--- config.mk ---
export PLATFORM = sky130hd
export DESIGN_NAME = kmsm_align
export DESIGN_NICKNAME = d
export VERILOG_FILES = /design/src/hw/rtl/kmsm_pkg.sv /design/src/hw/rtl/kmsm_align.sv
export SDC_FILE = /design/constraint.sdc
export NUM_CORES = 2
export LEC_CHECK = 0
export ABC_AREA = 1
export ABC_CLOCK_PERIOD_IN_PS = 3200
export BUFFER_PORTS_ARGS = -buffer_cell sky130_fd_sc_hd__buf_4
export CORE_AREA = 2 2 397 399
export DETAILED_ROUTE_END_ITERATION = 12
export DIE_AREA = 0 0 399 401
export SYNTH_ARGS = -nofsm -noshare
export SYNTH_HDL_FRONTEND = slang
export SYNTH_SLANG_ARGS = --single-unit
--- constraint.sdc ---
create_clock -name vclk -period 3.2
set_clock_uncertainty 0.1 [all_clocks]
set_input_delay 0.16 -clock vclk [all_inputs]
set_output_delay 0.16 -clock vclk [all_outputs]
set_load 0.01 [all_outputs]
--- src/hw/rtl/kmsm_pkg.sv ---
// ============================================================================
// kmsm_pkg: shared types and constants of the k-mismatch stream matcher
// Item and result layouts, operation and register codes, cell control.
// ============================================================================
package kmsm_pkg;

    localparam int SYMBOL_W    = 8;
    localparam int REG_W       = 7;
    localparam int POS_W       = 32;
    localparam int COUNT_W     = 7;
    localparam int REG_INDEX_W = 1;

    typedef logic [SYMBOL_W-1:0]    symbol_t;
    typedef logic [REG_INDEX_W-1:0] reg_index_t;

    // Operation codes carried by an input item.
    localparam logic OP_LOAD = 1'b0;
    localparam logic OP_TEXT = 1'b1;

    // Configuration register indexes.
    localparam reg_index_t REG_MISMATCH_LIMIT = 1'd0;
    localparam reg_index_t REG_PATTERN_LENGTH = 1'd1;

    // Largest value the mismatch count field can carry.
    localparam logic [COUNT_W-1:0] COUNT_FIELD_MAX = 7'd127;

    typedef struct packed {
        logic    operation;
        symbol_t symbol;
        logic    last_item;
    } item_t;

    typedef struct packed {
        logic [POS_W-1:0]   alignment_position;
        logic [COUNT_W-1:0] mismatch_count;
        logic               within_limit;
        logic               last_result;
    } result_t;

    // Control shared by every cell of the row.
    typedef struct packed {
        logic shift;    // a text byte enters the window
        logic compare;  // capture the mismatch flag for the current window
    } cell_ctrl_t;

endpackage

--- src/hw/rtl/kmsm_align.sv ---
// ============================================================================
// kmsm_align: window alignment network
// Brings window byte (length-1-j) in front of cell j with a logarithmic
// shifter over the reversed window, so each cell sees its text byte.
// ============================================================================
module kmsm_align #(
    parameter int PATTERN_MAX = 64,
    parameter int MW          = 7
) (
    input  kmsm_pkg::symbol_t window [PATTERN_MAX],
    input  logic [MW-1:0]     used_length,
    output kmsm_pkg::symbol_t aligned [PATTERN_MAX]
);
    import kmsm_pkg::*;

    localparam int SW = (PATTERN_MAX > 1) ? $clog2(PATTERN_MAX) : 1;
    localparam logic [MW-1:0] MAX_LEN = MW'(PATTERN_MAX);

    logic [SW-1:0] shift;
    symbol_t       stage [SW+1][PATTERN_MAX];

    // Shift amount is the number of unused positions.
    assign shift = SW'(MAX_LEN - used_length);

    // Reverse the window, then shift down by one power of two per level.
    always_comb
    begin
        for (int i = 0; i < PATTERN_MAX; i++)
        begin
            stage[0][i] = window[PATTERN_MAX-1-i];
        end
        for (int k = 0; k < SW; k++)
        begin
            for (int i = 0; i < PATTERN_MAX; i++)
            begin
                if (!shift[k])
                begin
                    stage[k+1][i] = stage[k][i];
                end
                else if (i + (1 << k) < PATTERN_MAX)
                begin
                    stage[k+1][i] = stage[k][i + (1 << k)];
                end
                else
                begin
                    stage[k+1][i] = '0;
                end
            end
        end
    end

    always_comb
    begin
        for (int i = 0; i < PATTERN_MAX; i++)
        begin
            aligned[i] = stage[SW][i];
        end
    end

endmodule

* Word level (Yosys, flattened, before mapping)
Cells that the tools add are included.
** Storage, ports and cells
- Bits in registers :: 0
- Input bits :: 519
- Output and inout bits :: 512
- Logic and storage cells :: 385
** Cells by class
- $add $sub $neg :: 1
- Multiplexer cells :: 384
** Operator list (number)
- $mux 8 :: 384
- $sub 1x6->6 const A :: 1

* Longest topological paths before layout
- Word-level depth :: 7
- Gate-level depth with buffers :: 16
- Gate-level depth less buffers :: 11

* Worst setup path before layout
OpenSTA, ideal clock, no wires.
- Path kind :: input to output
- Start :: in used_length[0]
- End :: out aligned[329] (netlist name)
- Arrival :: 2204 ps
- Required time :: 2940 ps
- Slack :: 736 ps
- Cell stages on the path :: 15
- Buffers on the path :: 5
- Path through :: buf_4 -> inv_4 -> buf_2 -> buf_2 -> ha_1 -> inv_2 -> buf_2 -> buf_1 -> nand3_1 -> nand3_1 -> nand2_1 -> a21boi_0 -> nor2_1 -> nand2_1 -> nand2_1
** RTL lines
- start, declared :: RTL line kmsm_align.sv:11 : input logic [MW-1:0] used_length,
- end, declared :: RTL line kmsm_align.sv:12 : output kmsm_pkg::symbol_t aligned [PATTERN_MAX]

==> out/qor.yml <==
logic_synthesis:
  syn_nets: 7830
  avgSynthCellArea_um2: 4.44
  syn_inst: 7310
  synth_top_area_share: 0.483
  syn_area_mm2: 0.0324
  synth_top_cell_by_area: "nand3_1"
  post-synth-top-count-cell: "nand3_1"
  yosysWarnings: 0
  seq_area_frac_synth: 0
  netlist_top_cells_area: "nand3_1 (48%), nand2_1 (36%), buf_2 (6.3%)"
  synth_common_cells: "nand3_1 (3128), nand2_1 (3076), buf_2 (409)"
  ys_types: 22
placement:
  gp_congestion: 1.11
  placed_area_mm2: 0.0487
  dp_cells: 10600
  portBuffers: 1030
  dpl.hpwl_um: 318000
power:
  power.density_mw_per_mm2: 347
  p_seq_frac: 0
  power_frac_comb: 1.000
  p_leak_nw: 26.2
  peakVddDrop_mv: 0.118
  p_sw_frac: 0.672
  intPower_mw: 5.56
  p_sw_mw: 11.4
  pwr-share-clk: 0
global_routing:
  overflow: 0
  grt_pass1_vias: 55400
  grt_start_max_net_pins: 167
  grt_first_pass_wirelength_um: 480000
  antenna_found_initial: 98
  grt_usage: 0.433
route:
  ant_nets: 0
  drtIter0Drc: 9863
  routedWlPerCell_um: 34.3
  drt_first_pass_iters: 7
  routed_wl_um: 367000
  via_per_inst: 5.76
  vias: 61700
  drc: 0
layout:
  nNetsFinal: 9106
  num-clock-buffers: 0
  drive_gt1_frac: 0.226
  fillers: 18900
  seq_cell_count: 0
  design_area_mm2: 0.0489
  area_growth_pct: 50.6
  utilization: 0.314
  instances_no_fill: 10700
  ff_latch_area_um2: 0
sta:
  tightestPinTransition_ns: 1.00
  max_freq_mhz: 310
  finalHoldViolCount: 0
  finalWorstSetupSlack_ns: -0.0290
  min_period_over_period: 1.01
  setup_viol: 3
  holdWs_ns: 0.900
  max-slew-margin-rel: 0.331
  slew_violations: 0
  setup_tns_ns: -0.0406
  period_needed_ns: 3.23
  grt_setup_unrepaired: "false"
cts:
  hold_buffers: 0
  cts.repair.resized: 2
  cts_setup_buffers: 0
min_path:
  hold_path.class: "input port to output pin"
  hold_depth: 6
  worstHoldStart: "window[511]"
  hold_path_end: "aligned[23]"
run_status:
  violations: "setup timing"
  outcome: "finished with violations"
die:
  io_pins: 1031
  die_h_um: 401
  fp.dieW_um: 399
  rows: 145
  core_area_mm2: 0.156
  dieArea_mm2: 0.160
  start_util: 0.208
job:
  max-cap-violations: 0
worst_setup_path:
  start_kind: "input port"
  cp.arrival_ns: 2.97
  worstPathMaxFanout: 31
  cp-end-kind: "output pin"
  critPathKind: "input port to output pin"
  required_ns: 2.94
==> layout make-up <==
type / instances / area (um^2) / area share
antenna: 72 / 180 / 0.00369
tap: 2058 / 2570 / 0.0527
inverter: 33 / 175 / 0.00358
multi-input combinational: 6629 / 29300 / 0.599
timing repair buffer: 1922 / 16700 / 0.341
==> critical path, cell delays in order <==
cell and delay [ns]:
buf_8 0.14, inv_16 0.05, ha_4 0.16, inv_1 0.07, nand2_1 0.12, nand2_8 0.28
buf_12 0.25, buf_12 0.16, nand3_1 0.09, nand3_1 0.26, nand2_1 0.22, nand2_1 0.16
nand3_1 0.32, nand2_2 0.26, buf_4 0.15
==> through the flow <==
stage / total power, mW / worst slack, ns
after floorplan: 6.67 / 0.736
after global placement: 16.3 / -0.178
after detailed placement: 16.2 / -0.135
after CTS: 16.3 / 0.0284
after global routing: 17.4 / 0.0103
final: 17.0 / -0.0290
==> worst max path at each step <==
stage | from | to | slack (ns) | depth (start not counted)
finish | used_length[0] | aligned[484] | -0.03 | 15
global route | used_length[0] | aligned[448] | 0.01 | 16
CTS | used_length[0] | aligned[241] | 0.03 | 16
detailed placement | used_length[0] | aligned[125] | -0.13 | 15
global placement | used_length[0] | aligned[125] | -0.18 | 15
floorplan | used_length[0] | aligned[329] | 0.74 | 15
==> kinds of logic after synthesis <==
family,after synthesis,share of synthesized area
AO/OA/AOI/OAI,33,0.00633
XOR/XNOR,1,0.000502
adder cells (fa/ha/maj),1,0.000386
buffers and inverters,681,0.0995
AND/OR/NAND/NOR,6594,0.893
==> power by group through the flow <==
stage                     combinational (mW)  clock [mW]  sequential [mW]
final                                   17.0  0.00000332                0
after global routing                    17.4  0.00000228                0
after CTS                               16.3           0                0
after detailed placement                16.2           0                0
after global placement                  16.3           0                0
after floorplan                         6.67           0                0
==> cells in the final DEF (no fill, tap or decap), types with 16 or more instances in the layout <==
cell type  count
inv_1         27
nor3_1       103
nor2_1       211
nand4_1       42
nand2_1     3072
buf_4       1744
diode_2       72
and3_1        21
o21ai_0       16
nand3_1     3128
buf_12       177
==> routing by layer <==
layer	wire length [um]	vias to the layer above	part of all wire	GRT usage
li1	-	27400	-	-
met1	142000	29200	0.39	0.543
met2	155000	4282	0.42	0.644
met3	40000	814	0.11	0.109
met4	30200	26	0.082	0.302
met5	175	-	0.00048	0
Power figures use the tool's default switching activity.
