## src/hw/rtl/kmsm_pkg.sv

```systemverilog
// ============================================================================
// kmsm_pkg: shared types and constants of the k-mismatch stream matcher
// Item and result layouts, operation and register codes, cell control.
// ============================================================================
package kmsm_pkg;

    localparam int SYMBOL_W    = 8;
    localparam int REG_W       = 7;
    localparam int POS_W       = 32;
    localparam int COUNT_W     = 7;
    localparam int REG_INDEX_W = 1;

    typedef logic [SYMBOL_W-1:0]    symbol_t;
    typedef logic [REG_INDEX_W-1:0] reg_index_t;

    // Operation codes carried by an input item.
    localparam logic OP_LOAD = 1'b0;
    localparam logic OP_TEXT = 1'b1;

    // Configuration register indexes.
    localparam reg_index_t REG_MISMATCH_LIMIT = 1'd0;
    localparam reg_index_t REG_PATTERN_LENGTH = 1'd1;

    // Largest value the mismatch count field can carry.
    localparam logic [COUNT_W-1:0] COUNT_FIELD_MAX = 7'd127;

    typedef struct packed {
        logic    operation;
        symbol_t symbol;
        logic    last_item;
    } item_t;

    typedef struct packed {
        logic [POS_W-1:0]   alignment_position;
        logic [COUNT_W-1:0] mismatch_count;
        logic               within_limit;
        logic               last_result;
    } result_t;

    // Control shared by every cell of the row.
    typedef struct packed {
        logic shift;    // a text byte enters the window
        logic compare;  // capture the mismatch flag for the current window
    } cell_ctrl_t;

endpackage

```

## src/hw/rtl/kmsm_count.sv

```systemverilog
// ============================================================================
// kmsm_count: mismatch flag counter
// Counts flags in groups of eight into registers, then sums the groups.
// ============================================================================
module kmsm_count #(
    parameter int PATTERN_MAX = 64,
    parameter int MW          = 7
) (
    input  logic                   clk,
    input  logic                   advance,
    input  logic [PATTERN_MAX-1:0] flags,
    output logic [MW-1:0]          total
);
    import kmsm_pkg::*;

    localparam int GROUPS = (PATTERN_MAX + 7) / 8;
    localparam int GW     = 4;

    logic [GW-1:0] group_next [GROUPS];
    logic [GW-1:0] group_reg  [GROUPS];

    // Population count of each group of eight flags.
    always_comb
    begin
        for (int g = 0; g < GROUPS; g++)
        begin
            group_next[g] = '0;
            for (int b = 0; b < 8; b++)
            begin
                if (g * 8 + b < PATTERN_MAX)
                begin
                    group_next[g] = group_next[g] + GW'(flags[g * 8 + b]);
                end
            end
        end
    end

    always_ff @(posedge clk)
    begin
        if (advance)
        begin
            group_reg <= group_next;
        end
    end

    // Sum of the group counts; never exceeds the row length.
    always_comb
    begin
        total = '0;
        for (int g = 0; g < GROUPS; g++)
        begin
            total = total + MW'(group_reg[g]);
        end
    end

endmodule
```

## config.mk

```make
export PLATFORM = sky130hd
export DESIGN_NAME = kmsm_count
export DESIGN_NICKNAME = d
export VERILOG_FILES = /design/src/hw/rtl/kmsm_pkg.sv /design/src/hw/rtl/kmsm_count.sv
export SDC_FILE = /design/constraint.sdc
export NUM_CORES = 1
export LEC_CHECK = 0
export BUFFER_PORTS_ARGS = -buffer_cell sky130_fd_sc_hd__buf_2
export CAP_MARGIN = 20
export CORE_MARGIN = 4
export CORE_UTILIZATION = 40
export DETAILED_ROUTE_END_ITERATION = 7
export SLEW_MARGIN = 15
export SYNTH_ARGS = -nofsm -noshare
export SYNTH_HDL_FRONTEND = slang
export SYNTH_SLANG_ARGS = --single-unit
```

## constraint.sdc

```tcl
create_clock -name clk -period 4 [get_ports clk]
set_input_delay 0.6 -clock clk [delete_from_list [all_inputs] [get_ports clk]]
set_output_delay 0.6 -clock clk [all_outputs]
set_load 0.02 [all_outputs]
```

==> Word level (Yosys, flattened, before mapping) <==
Index checks and enable logic that the tools add are counted.
{ "classes": {"n_addsub": 63} }
{ "op_table": {"columns": ["cell", "count"], "rows": [
  ["$add 4x1->4", 32],
  ["$add 3x1->4", 8],
  ["$add 7x4->7", 4],
  ["$add 2x1->3", 8],
  ["$add 1x1->2", 8],
  ["$add 6x4->7", 1],
  ["$add 5x4->6", 1],
  ["$add 4x4->5", 1]
]} }
{ "word_totals": {"elab_cells": 71, "input_bits": 66, "regBits": 32} }

==> Depth between registers and ports, before layout <==
{ "depth": {"word_depth": 7, "depth_mapped": 14} }

==> Worst setup path before layout <==
Ideal clock, no wire load.
{ "synth_path": {"path_kind": "reg-to-output", "from": "register group_reg[2] in the netlist's numbering", "to": "output total[4]", "arrival_time_ps": 3510, "n_path_buf": 0, "path_stages_with_launch": 13, "setup_slack_ps": -110, "path_cell_list": "edfxtp_1 -> inv_1 -> fa_1 -> inv_1 -> fa_1 -> fa_1 -> inv_1 -> fa_1 -> inv_1 -> ha_1 -> inv_1 -> fa_1 -> xnor2_1"} }
{ "synth_between": {"elab_chain_len": 1} }
{ "synth_rtl": {"columns": ["element", "line", "text"], "rows": [
  ["from (decl)", "kmsm_count.sv:20", "logic [GW-1:0] group_reg [GROUPS];"],
  ["from (signal assigned)", "kmsm_count.sv:42", "group_reg <= group_next;"],
  ["$add 7x4->7", "kmsm_count.sv:52", "total = total + MW'(group_reg[g]);"],
  ["to (decl)", "kmsm_count.sv:12", "output logic [MW-1:0] total"]
]} }
Every way passes these cells.

==> Worst setup path in the final report <==
{ "layout_path": {"from": "register group_reg[3] in the netlist's numbering", "to": "output total[5]"} }
The elaborated chain is that of the path after synthesis.

==> results.sh <==
export IMPL_crit_slowest_cell="fa_1"
export IMPL_finalHoldViolCount=0
export IMPL_cts_setup_buffers=0
export IMPL_cts_max_path_buffers=2
export IMPL_rsz0062_at_grt="true"
export IMPL_wl_met1_mm=2.06
export IMPL_endpoint_kind="primary output"
export IMPL_num_io_pins=73
export IMPL_cts_clk_slew_worst_paths_ns=0.07
export IMPL_nets=507
export IMPL_crit_chain="inv_2 > fa_1 > inv_2 > fa_1 > fa_1 > inv_2 > fa_1 > inv_1 > ha_1 > a21o_1 > a21oi_2 > xnor2_2 > buf_4"
export IMPL_worstSetupPathType="reg2out"
export IMPL_postRouteAntennaNets=0
export IMPL_via_per_inst=4.09
export IMPL_slew_limit_headroom=0.504
export IMPL_yosys_warnings=0
export IMPL_cp_required_ns=3.40
export IMPL_rows=32
export IMPL_crit_top_cell="fa_1"
export IMPL_arrival_ns=3.78
export IMPL_status="finished with violations"
export IMPL_grt_pass1_wl_mm=7.91
export IMPL_timing_setup_tns_ns=-1.27
export IMPL_ys_top_cells_by_area="fa_1, edfxtp_1, inv_1"
export IMPL_ctsHoldBuffers=0
export IMPL_htreeDepth=2
export IMPL_met2_length_mm=2.30
export IMPL_synth_top_cell_area_share=0.351
export IMPL_routed_top_layer="met4"
export IMPL_cp_top_family="adder cells"
export IMPL_cap_violations=0
export IMPL_final_layout_size_suffix_gt1_frac=0.272
export IMPL_core_mm2=0.00769
export IMPL_cts_tree="done"
export IMPL_worstHoldPathCells=2
export IMPL_fin_ws_ns=-0.382
export IMPL_port_buffers=72
export IMPL_slew_viol_final=0
export IMPL_dpl_hpwl_mm=4.15
export IMPL_yosysMostFrequentCell="inv_1"
export IMPL_synth_cells=275
export IMPL_die_width_um=96.5
export IMPL_max_stage_delay_ns=0.55
export IMPL_die_area_mm2=0.00932
export IMPL_syn_nets=427
export IMPL_crit_path_start_kind="register"
export IMPL_ys_ff_latch=32
export IMPL_cts_root_buffer="clkbuf_8"
export IMPL_grt_use_total=0.112
export IMPL_grt_pass1_vias=1897
export IMPL_syn_area_mm2=0.00313
export IMPL_yosysSeqAreaShare=0.307
export IMPL_routed_wl_mm=4.72
export IMPL_synth_top_cells_by_count="inv_1, fa_1, edfxtp_1, ha_1, nor2b_1"
export IMPL_place_gp_congestion=0.750
export IMPL_drt_iter0_drc=41
export IMPL_synth_ff_type="edfxtp_1"
export IMPL_wl_met3_um=306
export IMPL_num_antenna_cells=0
export IMPL_fin_crit_ns=4.38
export IMPL_synth_cell_types=12
export IMPL_max_freq_ghz=0.228
export IMPL_async_flop_share=0
export IMPL_synth_edf_count=32
export IMPL_finalSetupViolations=4
export IMPL_hold_path_class="in2reg"
export IMPL_fillers=746
export IMPL_dr_pass1_iters=4
export IMPL_clock_sinks=32
export IMPL_crit_buf_inv=5
export IMPL_cp_depth=13
export IMPL_wl_per_cell_um=10.3
export IMPL_failed_checks="setup timing"
export IMPL_overflow=0
export IMPL_avgSynthCellArea_um2=11.4
export IMPL_worst_pin_slew_ns=0.744
export IMPL_finalCritPeriodShare=1.10
export IMPL_route_detailed_drc=0
export IMPL_die_height_um=96.5
export IMPL_vias=1872
export IMPL_numCtsBuffers=5
export IMPL_netlist_top_cell_by_area="fa_1"
export IMPL_largest_register_ffs=32
export IMPL_antenna_found_initial=0
export IMPL_grt_max_degree=33
export IMPL_cp_max_fo=2
export IMPL_start_util=0.408
export IMPL_area_delta_synth_final_pct=21.1
-- worst paths after layout --
kind          from            end  slack [ns]
min      flags[18]  group_reg[20]        0.61
max   group_reg[3]       total[5]       -0.38
-- metrics by stage --
| stage | hold WS, ns | std cells | cell area [um^2] | util | setup WS (ns) |
|---|---|---|---|---|---|
| 5_1_grt | 0.604 | 458 | 3800 | 0.494 | -0.528 |
| 4_1_cts | 0.602 | 458 | 3780 | 0.492 | -0.488 |
| 6_report | 0.608 | 458 | 3800 | 0.494 | -0.382 |
| 3_3_place_gp | 0.907 | 450 | 3650 | 0.475 | -0.150 |
| 2_1_floorplan | 0.712 | 275 | 3150 | - | 0.00938 |
| 3_5_place_dp | 0.904 | 450 | 3650 | 0.475 | -0.192 |
-- repair_timing --
| action | 4_1_cts | 5_1_grt |
|---|---|---|
| pin swaps | 9 | 9 |
| setup endpoints to repair | 4 | 5 |
| hold endpoints to repair | 0 | 0 |
| resized for setup | 9 | 10 |
-- routing by layer --
metal,global-route usage,up-vias
li1,-,935
met1,0.146,885
met2,0.184,48
met3,0.0271,4
met4,0.0350,0
met5,0,-
-- logic make-up (layout without fill, tap and decap cells) --
group           after synthesis  in the layout  share of synthesized area
fa+ha+maj                    86             86                      0.475
buf+inv                     126            207                      0.151
compound gates               11             11                     0.0196
simple gates                 10             10                     0.0200
xor+xnor                     10             10                     0.0279
flops                        32             32                      0.307
-- cell usage in the layout, fill, tap and decap left out, drive strengths merged --
cell type,instances
o21ai,1
edfxtp,32
inv,126
nor2b,9
a21o,1
bufinv,1
clkinvlp,1
xnor2,6
xor2,4
fa,55
nand2b,1
buf,73
clkinv,1
a21oi,9
ha,31
clkbuf,5
-- cell type report --
| class | count | area [um^2] | area share |
|---|---|---|---|
| Clock inverter | 3 | 42.5 | 0.0112 |
| Tap cell | 102 | 128 | 0.0336 |
| Clock buffer | 5 | 68.8 | 0.0181 |
| Timing Repair Buffer | 73 | 385 | 0.102 |
| Inverter | 126 | 473 | 0.125 |
| Multi-Input combinational cell | 117 | 1740 | 0.458 |
| Sequential cell | 32 | 961 | 0.253 |
Power is not shown: default switching activity piles up to over one toggle a cycle in this logic, so the estimate is an artifact.
