==> config.mk <==
export PLATFORM = sky130hd
export DESIGN_NAME = kmsm_cell
export DESIGN_NICKNAME = d
export VERILOG_FILES = /design/src/hw/rtl/kmsm_pkg.sv /design/src/hw/rtl/kmsm_cell.sv
export SDC_FILE = /design/constraint.sdc
export NUM_CORES = 1
export LEC_CHECK = 0
export ABC_AREA = 1
export BUFFER_PORTS_ARGS = -buffer_cell sky130_fd_sc_hd__buf_2
export CORE_MARGIN = 1.5
export CORE_UTILIZATION = 40
export DETAILED_ROUTE_END_ITERATION = 10
export PLACE_DENSITY = 0.75
export SYNTH_ARGS = -nofsm -noshare
export SYNTH_HDL_FRONTEND = slang
export SYNTH_SLANG_ARGS = --single-unit
==> constraint.sdc <==
create_clock -name clk -period 2.93 [get_ports clk]
set_input_delay 0.293 -clock clk [delete_from_list [all_inputs] [get_ports clk]]
set_output_delay 0.293 -clock clk [all_outputs]
set_load 0.01 [all_outputs]
==> src/hw/rtl/kmsm_pkg.sv <==
// ============================================================================
// kmsm_pkg: shared types and constants of the k-mismatch stream matcher
// Item and result layouts, operation and register codes, cell control.
// ============================================================================
package kmsm_pkg;

    localparam int SYMBOL_W    = 8;
    localparam int REG_W       = 7;
    localparam int POS_W       = 32;
    localparam int COUNT_W     = 7;
    localparam int REG_INDEX_W = 1;

    typedef logic [SYMBOL_W-1:0]    symbol_t;
    typedef logic [REG_INDEX_W-1:0] reg_index_t;

    // Operation codes carried by an input item.
    localparam logic OP_LOAD = 1'b0;
    localparam logic OP_TEXT = 1'b1;

    // Configuration register indexes.
    localparam reg_index_t REG_MISMATCH_LIMIT = 1'd0;
    localparam reg_index_t REG_PATTERN_LENGTH = 1'd1;

    // Largest value the mismatch count field can carry.
    localparam logic [COUNT_W-1:0] COUNT_FIELD_MAX = 7'd127;

    typedef struct packed {
        logic    operation;
        symbol_t symbol;
        logic    last_item;
    } item_t;

    typedef struct packed {
        logic [POS_W-1:0]   alignment_position;
        logic [COUNT_W-1:0] mismatch_count;
        logic               within_limit;
        logic               last_result;
    } result_t;

    // Control shared by every cell of the row.
    typedef struct packed {
        logic shift;    // a text byte enters the window
        logic compare;  // capture the mismatch flag for the current window
    } cell_ctrl_t;

endpackage

==> src/hw/rtl/kmsm_cell.sv <==
// ============================================================================
// kmsm_cell: one position of the matcher row
// Holds one window byte that moves on to the neighbor on every text byte,
// one pattern byte, and the registered mismatch flag of this position.
// ============================================================================
module kmsm_cell #(
    parameter int INDEX = 0,
    parameter int MW    = 7
) (
    input  logic                 clk,
    input  logic                 rst_n,
    input  kmsm_pkg::cell_ctrl_t ctrl,
    input  logic                 load,
    input  kmsm_pkg::symbol_t    load_symbol,
    input  kmsm_pkg::symbol_t    text_in,
    output kmsm_pkg::symbol_t    text_out,
    input  kmsm_pkg::symbol_t    aligned,
    input  logic [MW-1:0]        used_length,
    output logic                 mismatch
);
    import kmsm_pkg::*;

    symbol_t text_reg;
    symbol_t pattern_reg;
    logic    mismatch_reg;
    logic    in_use;

    // Window byte: takes the neighbor's byte when a text byte arrives.
    always_ff @(posedge clk or negedge rst_n)
    begin
        if (!rst_n)
        begin
            text_reg <= '0;
        end
        else if (ctrl.shift)
        begin
            text_reg <= text_in;
        end
    end

    // Pattern byte and mismatch flag carry no reset.
    assign in_use = (MW'(INDEX) < used_length);

    always_ff @(posedge clk)
    begin
        if (load)
        begin
            pattern_reg <= load_symbol;
        end
        if (ctrl.compare)
        begin
            mismatch_reg <= in_use && (pattern_reg != aligned);
        end
    end

    assign text_out = text_reg;
    assign mismatch = mismatch_reg;

endmodule

Yosys cells after proc, flatten, opt, wreduce, memory -nomap -nowiden
Cells that the tools add are included.
{"block": "op_classes", "order_cmp": 1, "n_eq_ne": 1, "n_reduce_logical": 1}
{"cell": "$ne 8x8->1", "n": 1}
{"cell": "$lt 1x7->1 const A", "n": 1}
{"cell": "$logic_and 1x1->1", "n": 1}
{"block": "word_totals", "word_cells": 6, "reg_bits": 17, "out_inout_bits": 9}

Depth between registers and ports, before layout
{"block": "logic_depth", "depth_word": 2, "mapped_depth": 7}

Worst setup path after synthesis
Ideal clock, no wire load.
{"block": "synth_path", "kind": "reg2reg", "from": "register pattern_reg[0]", "to": "register mismatch_reg, in the netlist mismatch (data pin)", "required_time_ns": 2.673, "t_arrival_ns": 0.731, "setup_slack_ns": 1.942, "synth_period_minus_slack_ns": 0.988, "stages_incl_launch_ff": 7, "path_buffers": 0, "path_cell_list": "edfxtp_1 nor2_1 nor2_1 nor2_1 nand2_1 nor2_1 nor2_1"}
{"block": "synth_via", "elab_chain_len": 2}
{"element": "from (decl)", "line": "kmsm_cell.sv:24", "rtl": "symbol_t pattern_reg;"}
{"element": "from (signal assigned)", "line": "kmsm_cell.sv:48", "rtl": "pattern_reg <= load_symbol;"}
{"element": "$ne 8x8->1", "line": "kmsm_cell.sv:52", "rtl": "mismatch_reg <= in_use && (pattern_reg != aligned);"}
{"element": "$logic_and 1x1->1", "line": "kmsm_cell.sv:52"}
{"element": "to (signal assigned)", "line": "kmsm_cell.sv:52"}
{"element": "to (decl)", "line": "kmsm_cell.sv:25", "rtl": "logic mismatch_reg;"}
Every way passes these cells.
A chain may end at the register's enable or synchronous reset.

Worst setup path after layout
{"block": "layout_path", "from": "register text_reg[6], in the netlist text_out[6]", "to": "output port text_out[6]"}
{"element": "from (decl)", "line": "kmsm_cell.sv:23", "rtl": "symbol_t text_reg;"}
{"element": "from (signal assigned)", "line": "kmsm_cell.sv:37", "rtl": "text_reg <= text_in;"}
{"element": "to (decl)", "line": "kmsm_cell.sv:16", "rtl": "output kmsm_pkg::symbol_t text_out,"}
No word-level cell between the ends.

==> metrics.md <==
| Metric | Value |
|---|---|
| Max cap viols | `0` |
| ANT nets after route | `0` |
| Internal reg-to-reg setup slack | `1.87 ns` |
| Highest Signal Layer | `met4` |
| Sequential Area | `470.5 um2` |
| Leak | `0.5933 nW` |
| Clk_skew | `0.003292 ns` |
| Req. time, crit path | `2.64 ns` |
| RSZ-0062 raised after global routing | `no` |
| Num CTS Buffers | `3` |
| CP Capture Point | `text_out[6]` |
| CTS sink cnt | `17` |
| Clock Power Share | `24.0%` |
| TritonRoute pass-1 iters | `4` |
| CTS H-tree depth | `1` |
| Top cells by area, synth | `edfxtp_1, dfrtp_1, mux2_4, nand2_1, inv_1` |
| Power Density | `457.9 nW/um2` |
| Max clock buf depth | `2` |
| Crit-path max cell delay | `0.40 ns` |
| Footprint of the multi-input gates | `257.7 um2` |
| Die Ht | `47.39 um` |
| Vias in the first global route | `590` |
| Post-route DRC violation count | `0` |
| Post-Syn Instances | `75` |
| Post-Syn Area per Cell | `10.51 um2` |
| Peak VDD IR | `0.3575 mV` |
| Final setup viols | `0` |
| Sequential share of the synthesized area | `59.68%` |
| Die W | `47.39 um` |
| WL/cell | `9.500 um` |
| Startpoint class of the critical path | `flop` |
| Mapped Area | `788.3 um2` |
| Hold Fails Final Rpt | `0` |
| Area growth syn-to-layout | `35.24%` |
| Diode count | `0` |
| P_int | `0.0003738 W` |
| CTS-repair resized insts | `0` |
| Combinational power share | `17.8%` |
| Synth warnings | `0` |
| All-Layer GR Usage | `14.02%` |
| Fmax | `0.8981 GHz` |
| DRT iter0 DRCs | `5` |
| WL final | `1.406 mm` |
| Clk_lat worst skew | `0.28 ns` |
| Root buf cell | `clkbuf_4` |
| Synth top area share | `34.29%` |
| Worst Hold Class | `input port to flop` |
| Syn nets | `111` |
| Worst R2R Start | `pattern_reg[7]` |
| Core area | `1783 um2` |
| Initial antenna violation count | `0` |
| Slew @ Worst Pin | `0.2468 ns` |
| Initial Utilization | `44.21%` |
| Status | `completed` |
| DR vias | `638` |
| Largest net degree at the start of global routing | `11` |
| Met2 WL | `743 um` |
| Layout cell share with drive strength beyond 1 | `45.53%` |
| Critical-path top delay cell | `dfrtp_1` |
| CP Depth | `1` |
| CP max FO | `2` |
| Final core occ | `59.79%` |
| Worst Path Arrival | `0.82 ns` |
| Grt total ovfl | `0` |
| Post-route clock period utilization | `38.00%` |
| Area leader, netlist | `edfxtp_1` |
| Reg-to-reg endpoint | `mismatch` |
| Final min period | `1.113 ns` |
| Crit-path leading delay family | `flip-flops` |
| Fin Setup TNS | `0 ns` |
| Post-DP HPWL | `1.182 mm` |
| Pins Over Slew Limit | `0` |
| First-pass GRT wire length | `2.063 mm` |
| Sw frac | `23.43%` |
| Port Buffers | `44` |
| Crit-path cells | `buf_2` |
| Library cells used by synthesis | `8` |
| Die area | `2246 um2` |
| Clock transition at the registers of the reported paths | `0.09 ns` |
| CP Launch Point | `text_out[6]` |
| Critical Path End Type | `output port` |
| RD Place Congestion | `0.6420` |
| Rows | `15` |
| Critical path class | `flop to output port` |
| Slew HR | `83.55%` |
| Met3 wire length | `104 um` |
| Sequential share of power | `58.2%` |
| Sw power | `0.0001144 W` |
| Reg2reg path depth | `6` |
| #FFs+latches synth | `17` |
| CTS tree | `yes` |
| Met1 WL | `543 um` |
| IO Pins | `45` |
| Final net count | `160` |
| CP bufs+invs | `1` |
| Via/cell ratio | `4.311` |
| # fillers | `153` |
cell families (layout without fill, tap and decap cells):
logic type             after synthesis  count (layout)  synth area share, %
and+or+nand+nor                     36              36                17.46
DFF                                 17              17                59.68
muxes                                8               8                15.24
buffers and inverters               14              62                7.619
cell usage after synthesis (all sizes together):
cell type	instances
nor2	13
edfxtp	9
nand2	21
nor3	2
inv	13
buf	1
dfrtp	8
mux2	8
how the worst min path moves through the flow:
stage                              start             end  slack [ns]  cells after the start
after global routing      load_symbol[5]  pattern_reg[5]        0.16                      1
after detailed placement           rst_n     text_out[1]        0.13                      1
after global placement             rst_n     text_out[1]        0.13                      1
after floorplan                    rst_n     text_out[0]      -0.003                      0
final                     load_symbol[7]  pattern_reg[7]        0.18                      1
after CTS                 load_symbol[7]  pattern_reg[7]        0.17                      1
placed cells by master, fill, tap and decap left out:
cell / instances
nor3_1: 2
dlygate4sd3_1: 1
mux2_4: 8
dfrtp_1: 8
nor2_1: 13
buf_2: 44
inv_1: 13
clkinv_2: 1
nand2_1: 21
clkbuf_4: 3
edfxtp_1: 9
metrics by stage:
| step | total power (W) | instances | setup WS, ns | area (um2) | hold slack, ns |
|---|---|---|---|---|---|
| after floorplan | 0.0003325 | 75 | 1.942 | 788.3 | -0.002591 |
| after global placement | 0.0003712 | 143 | 1.864 | 1028 | 0.1332 |
| after detailed placement | 0.0003765 | 143 | 1.827 | 1028 | 0.1346 |
| after CTS | 0.0004941 | 148 | 1.805 | 1066 | 0.1730 |
| after global routing | 0.0005202 | 148 | 1.772 | 1066 | 0.1572 |
| final | 0.0004882 | 148 | 1.817 | 1066 | 0.1824 |
power groups by stage:
stage / Clock, W / Sequential, W / Combinational [W]
floorplan: 0 / 0.000293 / 0.0000390
global placement: 0 / 0.000288 / 0.0000830
detailed placement: 0 / 0.000289 / 0.0000879
CTS: 0.000121 / 0.000284 / 0.0000886
global route: 0.000137 / 0.000287 / 0.0000968
finish: 0.000117 / 0.000284 / 0.0000871
layout make-up:
| cell class | count | share of cell area (%) |
|---|---|---|
| Clock buffer | 3 | 2.113 |
| Timing Repair Buffer | 45 | 21.60 |
| Clock inverter | 1 | 0.4695 |
| Multi-Input combinational cell | 44 | 24.18 |
| Inverter | 13 | 4.577 |
| Sequential cell | 17 | 44.13 |
| Tap cell | 25 | 2.934 |
routing by layer:
metal,vias up,global-route usage (%)
met4,0,6.667
met1,277,12.84
met2,32,27.03
li1,327,-
met5,-,0
met3,2,4.615
what timing repair did:
action,CTS,global route
hold endpoints to repair,8,0
buffers inserted,0,0
hold buffers,1,0
No activity file was read; power rests on OpenSTA's default activity.
